File: src/rtl/core/glr_pkg.sv
// shared widths, codes and types of the gradient line rasterizer
// no dependencies
`timescale 1ns / 1ps
`default_nettype none

package glr_pkg;

   // coordinate and fixed-point formats
   localparam int COORD_BITS = 16;
   localparam int FRAC_BITS  = 16;
   localparam int SPAN_W     = COORD_BITS + 1;
   localparam int ERR_W      = COORD_BITS + 3;
   localparam int DELTA_W    = 9;
   localparam int SCALE_W    = FRAC_BITS + 1;
   localparam int INC_W      = DELTA_W + SCALE_W;
   // a line takes fewer than 2^COORD_BITS steps, so this holds every running sum
   localparam int ACC_W      = INC_W + COORD_BITS;
   localparam int COLOR_W    = 24;
   localparam int NUM_CHAN   = 3;
   localparam int DIM_W      = 13;
   localparam int BPP_W      = 4;
   localparam int ADDR_W     = 27;
   localparam int WORD_W     = 32;

   localparam logic [FRAC_BITS-1:0] ROUND_HALF = FRAC_BITS'(1) << (FRAC_BITS - 1);

   // stream packing
   localparam int REQ_FIELDS_W = 4 * COORD_BITS + COLOR_W + NUM_CHAN * DELTA_W + SCALE_W;
   localparam int REQ_DATA_W   = ((REQ_FIELDS_W + 7) / 8) * 8;
   localparam int RSP_FIELDS_W = ADDR_W + WORD_W;
   localparam int RSP_DATA_W   = ((RSP_FIELDS_W + 7) / 8) * 8;

   // request kinds
   localparam logic REQ_START = 1'b0;
   localparam logic REQ_STEP  = 1'b1;

   // register map
   localparam int CSR_IDX_W  = 2;
   localparam int CSR_DATA_W = DIM_W;
   localparam logic [CSR_IDX_W-1:0] CSR_WINDOW_WIDTH  = 2'd0;
   localparam logic [CSR_IDX_W-1:0] CSR_WINDOW_HEIGHT = 2'd1;
   localparam logic [CSR_IDX_W-1:0] CSR_BYTES_PER_PIX = 2'd2;

   localparam logic [DIM_W-1:0] WIDTH_RESET  = DIM_W'(1024);
   localparam logic [DIM_W-1:0] HEIGHT_RESET = DIM_W'(768);
   localparam logic [BPP_W-1:0] BPP_RESET    = BPP_W'(4);

   // line setup carried by a start word
   typedef struct packed {
      logic [COORD_BITS-1:0]              x1;
      logic [COORD_BITS-1:0]              y1;
      logic [COORD_BITS-1:0]              x2;
      logic [COORD_BITS-1:0]              y2;
      logic [COLOR_W-1:0]                 color;
      logic [NUM_CHAN-1:0][DELTA_W-1:0]   delta;
      logic [SCALE_W-1:0]                 scale;
   } start_type;

   // snapshot of one pixel before it advances
   typedef struct packed {
      logic [DIM_W-1:0]                   x;
      logic [DIM_W-1:0]                   y;
      logic                               in_window;
      logic                               done;
      logic [NUM_CHAN-1:0][ACC_W-1:0]     acc;
      logic [COLOR_W-1:0]                 base;
   } pix_type;

endpackage

`default_nettype wire

File: src/rtl/core/glr_stepper.sv
// bresenham line state, clip test and colour accumulators
// depends on glr_pkg
`timescale 1ns / 1ps
`default_nettype none

module glr_stepper
   import glr_pkg::*;
(
   input  wire logic               clock,
   input  wire logic               reset,
   input  wire logic               load,
   input  wire logic               advance,
   input  wire start_type          start,
   input  wire logic [DIM_W-1:0]   win_w,
   input  wire logic [DIM_W-1:0]   win_h,
   output pix_type                 pix
);

   logic signed [COORD_BITS-1:0] cur_x_ff, cur_x_in, cur_y_ff, cur_y_in;
   logic signed [COORD_BITS-1:0] tgt_x_ff, tgt_x_in, tgt_y_ff, tgt_y_in;
   logic [SPAN_W-1:0]            span_x_ff, span_x_in, span_y_ff, span_y_in;
   logic                         dxn_ff, dxn_in, dyn_ff, dyn_in;
   logic signed [ERR_W-1:0]      err_ff, err_in;
   logic [COLOR_W-1:0]           base_ff, base_in;
   logic [NUM_CHAN-1:0][INC_W-1:0] inc_ff, inc_in;
   logic [NUM_CHAN-1:0][ACC_W-1:0] acc_ff, acc_in;

   logic                         active;
   logic                         on_x, on_y;
   logic signed [SPAN_W-1:0]     dx, dy;
   logic signed [ERR_W:0]        e2, neg_span_y, pos_span_x;
   logic                         move_x, move_y;
   logic signed [COORD_BITS-1:0] step_x, step_y;
   logic signed [INC_W-1:0]      scale_ext;

   assign active = !(cur_x_ff == tgt_x_ff && cur_y_ff == tgt_y_ff);

   // setup arithmetic for a start word
   assign dx        = $signed({start.x2[COORD_BITS-1], start.x2})
                    - $signed({start.x1[COORD_BITS-1], start.x1});
   assign dy        = $signed({start.y2[COORD_BITS-1], start.y2})
                    - $signed({start.y1[COORD_BITS-1], start.y1});
   assign scale_ext = $signed(INC_W'(start.scale));

   // error doubling and the two axis decisions
   assign e2         = $signed({err_ff, 1'b0});
   assign neg_span_y = -$signed((ERR_W + 1)'(span_y_ff));
   assign pos_span_x = $signed((ERR_W + 1)'(span_x_ff));
   assign move_x     = e2 > neg_span_y;
   assign move_y     = e2 < pos_span_x;
   assign step_x     = move_x ? (dxn_ff ? cur_x_ff - 1'b1 : cur_x_ff + 1'b1) : cur_x_ff;
   assign step_y     = move_y ? (dyn_ff ? cur_y_ff - 1'b1 : cur_y_ff + 1'b1) : cur_y_ff;

   always_comb begin
      cur_x_in  = cur_x_ff;
      cur_y_in  = cur_y_ff;
      tgt_x_in  = tgt_x_ff;
      tgt_y_in  = tgt_y_ff;
      span_x_in = span_x_ff;
      span_y_in = span_y_ff;
      dxn_in    = dxn_ff;
      dyn_in    = dyn_ff;
      err_in    = err_ff;
      base_in   = base_ff;
      inc_in    = inc_ff;
      acc_in    = acc_ff;
      if (load) begin
         cur_x_in  = $signed(start.x1);
         cur_y_in  = $signed(start.y1);
         tgt_x_in  = $signed(start.x2);
         tgt_y_in  = $signed(start.y2);
         span_x_in = dx[SPAN_W-1] ? SPAN_W'(-dx) : SPAN_W'(dx);
         span_y_in = dy[SPAN_W-1] ? SPAN_W'(-dy) : SPAN_W'(dy);
         dxn_in    = dx[SPAN_W-1] || (dx == '0);
         dyn_in    = dy[SPAN_W-1] || (dy == '0);
         err_in    = $signed(ERR_W'(span_x_in)) - $signed(ERR_W'(span_y_in));
         base_in   = start.color;
         for (int i = 0; i < NUM_CHAN; i++) begin
            inc_in[i] = INC_W'($signed(INC_W'($signed(start.delta[i]))) * scale_ext);
            acc_in[i] = '0;
         end
      end else if (advance && active) begin
         cur_x_in = step_x;
         cur_y_in = step_y;
         err_in   = err_ff
                    - (move_x ? $signed(ERR_W'(span_y_ff)) : $signed(ERR_W'(0)))
                    + (move_y ? $signed(ERR_W'(span_x_ff)) : $signed(ERR_W'(0)));
         for (int i = 0; i < NUM_CHAN; i++) begin
            acc_in[i] = acc_ff[i] + ACC_W'($signed(inc_ff[i]));
         end
      end
   end

   // snapshot of the current pixel, taken before it advances
   assign on_x = (step_x == tgt_x_ff);
   assign on_y = (step_y == tgt_y_ff);

   always_comb begin
      pix.x         = DIM_W'($unsigned(cur_x_ff));
      pix.y         = DIM_W'($unsigned(cur_y_ff));
      pix.in_window = active && !cur_x_ff[COORD_BITS-1] && !cur_y_ff[COORD_BITS-1]
                      && (WORD_W'($unsigned(cur_x_ff)) < WORD_W'(win_w))
                      && (WORD_W'($unsigned(cur_y_ff)) < WORD_W'(win_h));
      pix.done      = active ? (on_x && on_y) : 1'b1;
      pix.acc       = acc_ff;
      pix.base      = base_ff;
   end

   always_ff @(posedge clock) begin
      if (reset) begin
         cur_x_ff  <= '0;
         cur_y_ff  <= '0;
         tgt_x_ff  <= '0;
         tgt_y_ff  <= '0;
         span_x_ff <= '0;
         span_y_ff <= '0;
         dxn_ff    <= 1'b0;
         dyn_ff    <= 1'b0;
         err_ff    <= '0;
         base_ff   <= '0;
         inc_ff    <= '0;
         acc_ff    <= '0;
      end else begin
         cur_x_ff  <= cur_x_in;
         cur_y_ff  <= cur_y_in;
         tgt_x_ff  <= tgt_x_in;
         tgt_y_ff  <= tgt_y_in;
         span_x_ff <= span_x_in;
         span_y_ff <= span_y_in;
         dxn_ff    <= dxn_in;
         dyn_ff    <= dyn_in;
         err_ff    <= err_in;
         base_ff   <= base_in;
         inc_ff    <= inc_in;
         acc_ff    <= acc_in;
      end
   end

endmodule

`default_nettype wire

File: src/rtl/core/gradient_line_rasterizer_unit.sv
// top level of the gradient line rasterizer: stream ports, registers, pixel pipeline
// depends on glr_pkg and glr_stepper
//
//   channel   dir   handshake            payload
//   req_      in    tvalid / tready      tuser kind, tdata line setup (136 bits)
//   rsp_      out   tvalid / tready      tuser write enable, tlast line done,
//                                        tdata address and colour (64 bits)
//   csr_      in    wr_en, no wait       index 2 bits, data 13 bits
//
// one word per cycle on the request side unless stalled; a step word gives its
// result word through the stages snapshot, row/rounding and address/colour
// start words update the line state at once and give no result
// three valid-gated stages with a ready chain: bubbles collapse, so a result
// held by a stalled consumer does not stop new words until the stages fill
// reset is synchronous: line state clears to an idle zero-length line,
// registers return to 1024 x 768 at 4 bytes per pixel
`timescale 1ns / 1ps
`default_nettype none

module gradient_line_rasterizer_unit
   import glr_pkg::*;
(
   input  wire logic                    clock,
   input  wire logic                    reset,
   // request words
   input  wire logic                    req_tvalid,
   output logic                         req_tready,
   // start_x, start_y, end_x, end_y, start_color, high_delta, mid_delta,
   // low_delta, step_scale, zero pad
   input  wire logic [REQ_DATA_W-1:0]   req_tdata,
   // req_type
   input  wire logic                    req_tuser,
   // result words
   output logic                         rsp_tvalid,
   input  wire logic                    rsp_tready,
   // pixel_address, pixel_color, zero pad
   output logic [RSP_DATA_W-1:0]        rsp_tdata,
   // write_enable
   output logic                         rsp_tuser,
   // line_done
   output logic                         rsp_tlast,
   // register writes
   input  wire logic                    csr_wr_en,
   input  wire logic [CSR_IDX_W-1:0]    csr_index,
   input  wire logic [CSR_DATA_W-1:0]   csr_wdata
);

   localparam int ROW_FULL_W  = 2 * DIM_W + 1;
   localparam int ADDR_FULL_W = ADDR_W + BPP_W;

   // configuration registers
   logic [DIM_W-1:0] width_ff, width_in;
   logic [DIM_W-1:0] height_ff, height_in;
   logic [BPP_W-1:0] bpp_ff, bpp_in;

   always_comb begin
      width_in  = width_ff;
      height_in = height_ff;
      bpp_in    = bpp_ff;
      if (csr_wr_en) begin
         unique case (csr_index)
            CSR_WINDOW_WIDTH:  width_in  = csr_wdata;
            CSR_WINDOW_HEIGHT: height_in = csr_wdata;
            CSR_BYTES_PER_PIX: bpp_in    = BPP_W'(csr_wdata);
            default: ;  // unmapped index, write dropped
         endcase
      end
   end

   always_ff @(posedge clock) begin
      if (reset) begin
         width_ff  <= WIDTH_RESET;
         height_ff <= HEIGHT_RESET;
         bpp_ff    <= BPP_RESET;
      end else begin
         width_ff  <= width_in;
         height_ff <= height_in;
         bpp_ff    <= bpp_in;
      end
   end

   // request unpacking, lowest field first
   start_type start;
   localparam int OFS_Y1 = COORD_BITS;
   localparam int OFS_X2 = 2 * COORD_BITS;
   localparam int OFS_Y2 = 3 * COORD_BITS;
   localparam int OFS_C  = 4 * COORD_BITS;
   localparam int OFS_D  = OFS_C + COLOR_W;
   localparam int OFS_S  = OFS_D + NUM_CHAN * DELTA_W;

   always_comb begin
      start.x1    = req_tdata[OFS_Y1-1:0];
      start.y1    = req_tdata[OFS_X2-1:OFS_Y1];
      start.x2    = req_tdata[OFS_Y2-1:OFS_X2];
      start.y2    = req_tdata[OFS_C-1:OFS_Y2];
      start.color = req_tdata[OFS_D-1:OFS_C];
      for (int i = 0; i < NUM_CHAN; i++) begin
         start.delta[i] = req_tdata[OFS_D + i*DELTA_W +: DELTA_W];
      end
      start.scale = req_tdata[OFS_S +: SCALE_W];
   end

   // ready chain: each stage takes a word when it is empty or moving on
   logic s1_valid_ff, s1_valid_in, s2_valid_ff, s2_valid_in, rsp_valid_ff, rsp_valid_in;
   logic ready1, ready2, ready3;
   logic req_fire, load, advance;

   assign ready3     = !rsp_valid_ff || rsp_tready;
   assign ready2     = !s2_valid_ff || ready3;
   assign ready1     = !s1_valid_ff || ready2;
   assign req_tready = ready1;
   assign req_fire   = req_tvalid && ready1;
   assign load       = req_fire && (req_tuser == REQ_START);
   assign advance    = req_fire && (req_tuser == REQ_STEP);

   pix_type pix;

   glr_stepper u_stepper (
      .clock   (clock),
      .reset   (reset),
      .load    (load),
      .advance (advance),
      .start   (start),
      .win_w   (width_ff),
      .win_h   (height_ff),
      .pix     (pix)
   );

   // round to nearest, exact half toward zero, on the magnitude
   function automatic logic [WORD_W-1:0] round_term(input logic [ACC_W-1:0] acc);
      logic                        neg;
      logic [ACC_W-1:0]            mag;
      logic [ACC_W-FRAC_BITS-1:0]  q;
      logic [FRAC_BITS-1:0]        r;
      logic [WORD_W-1:0]           v;
      neg = acc[ACC_W-1];
      mag = neg ? (~acc + 1'b1) : acc;
      q   = mag[ACC_W-1:FRAC_BITS];
      r   = mag[FRAC_BITS-1:0];
      if (r > ROUND_HALF) begin
         q = q + 1'b1;
      end
      v = WORD_W'(q);
      return neg ? (~v + 1'b1) : v;
   endfunction

   // stage 1: pixel snapshot
   pix_type s1_pix_ff, s1_pix_in;

   assign s1_valid_in = ready1 ? advance : s1_valid_ff;
   assign s1_pix_in   = advance ? pix : s1_pix_ff;

   // stage 2: row index and rounded channel terms
   logic [ADDR_W-1:0]               s2_row_ff, s2_row_in;
   logic [NUM_CHAN-1:0][WORD_W-1:0] s2_term_ff, s2_term_in;
   logic                            s2_inside_ff, s2_inside_in, s2_done_ff, s2_done_in;
   logic [COLOR_W-1:0]              s2_base_ff, s2_base_in;
   logic [ROW_FULL_W-1:0]           row_full;
   logic                            s2_load;

   assign s2_load     = ready2 && s1_valid_ff;
   assign s2_valid_in = ready2 ? s1_valid_ff : s2_valid_ff;
   assign row_full    = ROW_FULL_W'(s1_pix_ff.y) * ROW_FULL_W'(width_ff)
                      + ROW_FULL_W'(s1_pix_ff.x);

   always_comb begin
      s2_row_in    = s2_row_ff;
      s2_term_in   = s2_term_ff;
      s2_inside_in = s2_inside_ff;
      s2_done_in   = s2_done_ff;
      s2_base_in   = s2_base_ff;
      if (s2_load) begin
         s2_row_in    = ADDR_W'(row_full);
         for (int i = 0; i < NUM_CHAN; i++) begin
            s2_term_in[i] = round_term(s1_pix_ff.acc[i]);
         end
         s2_inside_in = s1_pix_ff.in_window;
         s2_done_in   = s1_pix_ff.done;
         s2_base_in   = s1_pix_ff.base;
      end
   end

   // stage 3: byte address and colour word, held for the consumer
   logic [ADDR_W-1:0]      rsp_addr_ff, rsp_addr_in;
   logic [WORD_W-1:0]      rsp_color_ff, rsp_color_in;
   logic                   rsp_we_ff, rsp_we_in, rsp_done_ff, rsp_done_in;
   logic [ADDR_FULL_W-1:0] addr_full;
   logic                   s3_load;

   assign s3_load      = ready3 && s2_valid_ff;
   assign rsp_valid_in = ready3 ? s2_valid_ff : rsp_valid_ff;
   assign addr_full    = ADDR_FULL_W'(s2_row_ff) * ADDR_FULL_W'(bpp_ff);

   always_comb begin
      rsp_addr_in  = rsp_addr_ff;
      rsp_color_in = rsp_color_ff;
      rsp_we_in    = rsp_we_ff;
      rsp_done_in  = rsp_done_ff;
      if (s3_load) begin
         rsp_addr_in  = s2_inside_ff ? addr_full[ADDR_W-1:0] : '0;
         // channel terms land at bit 16, 8 and 0, sum wraps at the word width
         rsp_color_in = WORD_W'(s2_base_ff) + (s2_term_ff[0] << 16)
                      + (s2_term_ff[1] << 8) + s2_term_ff[2];
         rsp_we_in    = s2_inside_ff;
         rsp_done_in  = s2_done_ff;
      end
   end

   // valid bits
   always_ff @(posedge clock) begin
      if (reset) begin
         s1_valid_ff  <= 1'b0;
         s2_valid_ff  <= 1'b0;
         rsp_valid_ff <= 1'b0;
      end else begin
         s1_valid_ff  <= s1_valid_in;
         s2_valid_ff  <= s2_valid_in;
         rsp_valid_ff <= rsp_valid_in;
      end
   end

   // payload, no reset needed
   always_ff @(posedge clock) begin
      s1_pix_ff    <= s1_pix_in;
      s2_row_ff    <= s2_row_in;
      s2_term_ff   <= s2_term_in;
      s2_inside_ff <= s2_inside_in;
      s2_done_ff   <= s2_done_in;
      s2_base_ff   <= s2_base_in;
      rsp_addr_ff  <= rsp_addr_in;
      rsp_color_ff <= rsp_color_in;
      rsp_we_ff    <= rsp_we_in;
      rsp_done_ff  <= rsp_done_in;
   end

   assign rsp_tvalid = rsp_valid_ff;
   assign rsp_tdata  = {{(RSP_DATA_W - RSP_FIELDS_W){1'b0}}, rsp_color_ff, rsp_addr_ff};
   assign rsp_tuser  = rsp_we_ff;
   assign rsp_tlast  = rsp_done_ff;

endmodule

`default_nettype wire

File: config.mk
export PLATFORM = sky130hd
export DESIGN_NAME = gradient_line_rasterizer_unit
export DESIGN_NICKNAME = d
export VERILOG_FILES = /design/src/rtl/core/glr_pkg.sv /design/src/rtl/core/glr_stepper.sv /design/src/rtl/core/gradient_line_rasterizer_unit.sv
export SDC_FILE = /design/constraint.sdc
export NUM_CORES = 2
export LEC_CHECK = 0
export ABC_CLOCK_PERIOD_IN_PS = 9500
export BUFFER_PORTS_ARGS = -buffer_cell sky130_fd_sc_hd__buf_2
export CORE_MARGIN = 8
export CORE_UTILIZATION = 39
export CTS_CLUSTER_DIAMETER = 50
export DETAILED_ROUTE_END_ITERATION = 8
export PLACE_DENSITY = 0.54
export SLEW_MARGIN = 10
export SYNTH_ARGS = -nofsm -noshare
export SYNTH_HDL_FRONTEND = slang
export SYNTH_HIERARCHICAL = 1
export SYNTH_SLANG_ARGS = --single-unit
File: constraint.sdc
create_clock -name clock -period 9.5 [get_ports clock]
set_input_delay 0 -clock clock [delete_from_list [all_inputs] [get_ports clock]]
set_output_delay 0 -clock clock [all_outputs]
set_load 0.01 [all_outputs]
* Yosys cells after proc, flatten, opt, wreduce, memory -nomap -nowiden *
Index checks and enable logic that the tools add are counted.

cells by class
  add/sub/neg operators = 28
  multipliers = 5
  order comparisons = 7
  equality and inequality tests = 6
  muxes and demuxes = 26
  bitwise logic cells = 7
  reduce and logical (&&, ||, !) cells = 31

operators with widths
  kind                                                             number
  16-bit two-way mux                                               11
  42-bit adder                                                     3
  9-bit by 18-bit multiplier with 26-bit output                    3
  26-bit two-way mux                                               3
  24-bit two-way mux                                               3
  17-bit two-way mux                                               4
  16-bit by 1-bit adder with 16-bit output, second input constant  4
  32-bit by 1-bit adder with 32-bit output, second input constant  2
  32-bit adder                                                     2
  16-bit == test                                                   4
  24-bit by 1-bit adder with 24-bit output, second input constant  2
  16-bit greater-than comparator, second input constant            3
  42-bit by 1-bit adder with 42-bit output, second input constant  1
  42-bit two-way mux                                               1
  42-bit NOT                                                       1
  40-bit by 1-bit adder with 40-bit output, second input constant  1
  40-bit two-way mux                                               1
  40-bit NOT                                                       1
  19-bit two-way mux                                               2
  17-bit zero test                                                 2
  17-bit negator                                                   2
  16-bit by 16-bit subtractor with 17-bit output                   2
  24-bit by 32-bit adder with 32-bit output                        1
  16-bit by 13-bit < comparator with 1-bit output                  2
  other kinds (26)                                                 49

storage, ports and cells
  register bits = 744
  input bits = 157
  word-level logic and storage cells = 152

* Logic depth before layout (Yosys ltp) *
  word-level depth = 9
  mapped depth = 32
  gate-level depth less buffers = 30

* By module *
Netlist, hierarchy kept.

modules (own cells, without submodules)
  module                         instances  cells each  area an instance (um2)  seq. area each (um2)
  glr_stepper                    1          5,079       41,652.4                6,946.7
  gradient_line_rasterizer_unit  1          2,882       30,212.7                11,290.8

* Worst setup path after synthesis *
No wires, ideal clock.

  path type = register -> register
  start = reg rsp_valid_ff (netlist: rsp_tvalid)
  end = reg s2_base_ff[0] (enable)
  setup time = 0.800 ns
  arrival time = 9.543 ns
  required time = 8.700 ns
  setup slack = -0.843 ns
  stages on the path, launching flop included = 3
  path buffers = 0
  cell sequence = dfxtp_1 > nor2b_1 > a21boi_0

between the ends
  longest elaborated chain between the ends = 4

RTL lines
  element                 RTL line                              text
  from (decl)             gradient_line_rasterizer_unit.sv:104  logic s1_valid_ff, s1_valid_in, s2_valid_ff, s2_valid_in, rsp_valid_ff, rsp_valid_in;
  from (signal assigned)  gradient_line_rasterizer_unit.sv:218  rsp_valid_ff <= rsp_valid_in;
  1-bit zero test         gradient_line_rasterizer_unit.sv:108  assign ready3 = !rsp_valid_ff || rsp_tready;
  1-bit logical OR        gradient_line_rasterizer_unit.sv:108
  1-bit logical OR        gradient_line_rasterizer_unit.sv:109  assign ready2 = !s2_valid_ff || ready3;
  1-bit logical AND       gradient_line_rasterizer_unit.sv:161  assign s2_load = ready2 && s1_valid_ff;
  net s2_load             gradient_line_rasterizer_unit.sv:159  logic s2_load;
  to (signal assigned)    gradient_line_rasterizer_unit.sv:229  s2_base_ff <= s2_base_in;
  to (decl)               gradient_line_rasterizer_unit.sv:157  logic [COLOR_W-1:0] s2_base_ff, s2_base_in;

The timed path passes the listed nets, and every way through them passes these cells.
A chain may end at the register's enable or synchronous reset.

* Worst setup path after layout *
  start = reg u_stepper.span_y_ff[2]
  end = reg u_stepper.err_ff[18]

between the ends
  longest elaborated chain between the ends = 7

RTL lines
  element                            RTL line            text
  from (decl)                        glr_stepper.sv:21   logic [SPAN_W-1:0] span_x_ff, span_x_in, span_y_ff, span_y_in;
  from (signal assigned)             glr_stepper.sv:129  span_y_ff <= span_y_in;
  17-bit negator with 20-bit output  glr_stepper.sv:47   assign neg_span_y = -$signed((ERR_W + 1)'(span_y_ff));
  20-bit greater-than comparator     glr_stepper.sv:49   assign move_x = e2 > neg_span_y;
  17-bit two-way mux (*)             glr_stepper.sv:86   - (move_x ? $signed(ERR_W'(span_y_ff)) : $signed(ERR_W'(0)))
  19-bit subtractor (*)              glr_stepper.sv:86
  19-bit adder (*)                   glr_stepper.sv:87   + (move_y ? $signed(ERR_W'(span_x_ff)) : $signed(ERR_W'(0)));
  19-bit two-way mux (*)             glr_stepper.sv:82   end else if (advance && active) begin
  19-bit two-way mux (*)             glr_stepper.sv:67   if (load) begin
  to (signal assigned)               glr_stepper.sv:132  err_ff <= err_in;
  to (decl)                          glr_stepper.sv:23   logic signed [ERR_W-1:0] err_ff, err_in;

Mark *: on every way between the ends. The rest lies on a longest branch, timed or not. The select of a mux whose other input is x is not followed.

==> qor.yml <==
status: "finished, final reports clean"
placed_area_sq_um: 74950
wirelength_um: 196400
area_delta_synth_final_pct: 11.74
rsz0062_at_grt: "no"
fin_crit_sh: 0.8813
clock_skew_ns: 0.03497
drc: 0
post-place-ws_ns: 1.216
ys_seq_area_frac: 0.2538
layout_commonest_cell: "nand2_1"
final-setup-viol-count: 0
p_sw_w: 0.006733
synth_area_sq_um: 71870
post_cts_resized: 0
core_area_sq_um: 183100
p_seq_frac: 0.243
postCtsSetupRepairBufs: 0
vias: 57356
ys_ff_latch: 734
fin_crit_ns: 8.372
max_freq_mhz: 119.4
cp.required_ns: 10.13
worstSetupPathType: "reg -> reg"
maxCapViolCount: 0
die_w_um: 445.3
drtAntennaViolNets: 0
wire_per_inst_um: 18.37
arrival_ns: 9.00
fp.dieArea_sq_um: 198300
first_iter_violations: 3753
final_nets: 9511
slew_headroom: 0.2876
setup.worst_path.end_class: "register"
netlist_instances: 7961
grt_usage: 0.1929
comb_power_share: 0.501
viasPerCell: 5.364
fin_area_sq_um: 80300
setup_ws_ns: 1.128
clockBufferDepth: 3
ys_async_sr_fraction: 0
clockPowerShare: 0.256
die_h_um: 445.3
antenna_found_initial: 9
portBuffers: 215
p_int_w: 0.009569
tns_ns: 0
hold_viol_final: 0
grt_max_degree: 130
p_leak_nw: 35.20
numCtsBuffers: 107
min_path_type: "in -> reg"
cts_tree: "yes"
place_congestion: 0.9105
clk_pin_slew_ns: 0.06
power_w: 0.01630
dpl.hpwl_um: 148900
avgSynthCellArea_sq_um: 9.027
swShare: 0.4130
grt_overflow: 0
initial_utilization: 0.3925
final_cell_mix: "nand2_1, inv_1, ha_1"
cp-start-kind: "register"
clk_latency_ns: 0.73
drt_first_pass_iters: 8
hold_ws_ns: 0.07447
synthFlopType: "dfxtp_1"
top_level_ports: 225
rows: 157
crit_fanout: 20
grt_first_pass_wirelength_um: 314700
irDropWorstVdd_uv: 187.6
tightestPinTransition_ns: 1.067
grt_pass1_vias: 56966
finalMaxSlewViolations: 0
synth_cell_type_count: 115
cts_sinks: 734
yosysWarningCount: 6
h-tree-depth: 3
powerDensity_nw_per_um2: 203.0
drive_above_1_share: 0.06712
cts-root-buf: "clkbuf_16"
synth_edf_count: 354
flip-flops by register name, indices dropped and copies added (netlist names), 4 cells and up:
signal / flops
s1_pix_ff: 168
u_stepper/span_x_ff: 17
u_stepper/tgt_y_ff: 16
u_stepper/cur_x_ff: 16
rsp_color_ff: 32
u_stepper/pix: 126
width_ff: 13
u_stepper/base_ff: 24
s2_term_ff: 72
rsp_addr_ff: 27
u_stepper/cur_y_ff: 16
u_stepper/err_ff: 19
s2_base_ff: 24
u_stepper/tgt_x_ff: 16
u_stepper/span_y_ff: 17
s2_row_ff: 27
bpp_ff: 4
height_ff: 13
u_stepper/inc_ff: 78
path summary, 6_finish.rpt:
path | cells past startpoint | start | end | slack [ns]
hold / removal | 4 | req_tdata[81] | u_stepper/base_ff[17] | 0.07
hold reg to reg | 0 | s1_pix_ff[14] | s2_base_ff[14] | 0.42
setup / recovery | 27 | u_stepper/span_y_ff[2] | u_stepper/err_ff[18] | 1.13
setup reg to reg | 27 | u_stepper/span_y_ff[2] | u_stepper/err_ff[18] | 1.13
through the flow:
| stage | cells | utilization |
|---|---|---|
| finish | 10692 | 0.4386 |
| global route | 10691 | 0.4386 |
| CTS | 10688 | 0.4386 |
| detailed placement | 10327 | 0.4094 |
| global placement | 10327 | 0.4094 |
| floorplan | 7965 | - |
logic make-up (layout without fill, tap and decap cells):
family,Yosys count,count (layout),share of synthesized area
muxes,153,153,0.02157
and+or+nand+nor,2574,2574,0.1757
DFF,734,734,0.2538
AOI/OAI and AO/OA,1544,1544,0.1433
xor gates and xnor gates,600,600,0.07363
adders and majority gates,1224,1224,0.2709
buffers and inverters,1131,1390,0.06111
other,1,9,0.00005218
cells in the mapped netlist, types with 238 or more instances:
master    instances  area share
fa_1            553        0.15
nor2_1          458       0.024
and2_1          325       0.028
ha_1            671        0.12
o21ai_0         238       0.017
clkbuf_1        300       0.016
xnor2_1         386       0.047
nand2_1         925       0.048
dfxtp_1         380        0.11
edfxtp_1        354        0.15
a21oi_1         460       0.032
inv_1           771       0.040
layer usage:
layer,up-vias,global-route usage,share of wire,wire length [um]
met4,2,0.05630,0.028,5412
met3,284,0.02057,0.048,9519
met2,1369,0.3082,0.44,86850
met5,-,0,0.000066,13
li1,27815,-,-,-
met1,27886,0.2764,0.48,94620
worst max-delay path, cell delays in order, from the launching register on:
cell and delay (ns):
dfxtp_1 0.36, or4_1 0.59, nor3_1 0.19, nor4b_1 0.44, nand2_1 0.12, or2_2 0.35
nor3_1 0.19, ha_1 0.43, nand4_1 0.26, o31ai_2 0.93, nand2_1 0.13, buf_4 0.24
nand2_1 0.39, nor2_1 0.13, fa_1 0.53, inv_1 0.08, fa_1 0.46, a21o_1 0.19
a21oi_1 0.23, o21bai_1 0.10, a21oi_1 0.23, o21ai_0 0.27, a211oi_1 0.40, o21ai_0 0.17
o211ai_1 0.22, o21ai_0 0.17, mux2_2 0.29, a311oi_1 0.18
power by group through the flow:
| stage | registers [W] | logic [W] | clock network [W] |
|---|---|---|---|
| 2_1_floorplan | 0.00384 | 0.00612 | 0 |
| 3_3_place_gp | 0.00402 | 0.00792 | 0 |
| 3_5_place_dp | 0.00402 | 0.00800 | 0 |
| 4_1_cts | 0.00395 | 0.00814 | 0.00429 |
| 5_1_grt | 0.00398 | 0.00921 | 0.00442 |
| 6_report | 0.00396 | 0.00817 | 0.00417 |
timing repair:
action / CTS / global route
endpoints found under the hold margin: 152 / 0
hold buffers: 158 / 0
setup endpoints to repair: 0 / 0
cell type report:
class                   instances  area (sq um)
repair buffers                414          2987
inverters                     773          2907
fillers                     17831        102800
flip-flops and latches        734         18240
well taps                    2464          3083
clock buffers                 131          2894
multi-input cells            6100         49310
clock inverters                72         873.3
diodes                          4         10.01
(Power assumes the default switching activity.)
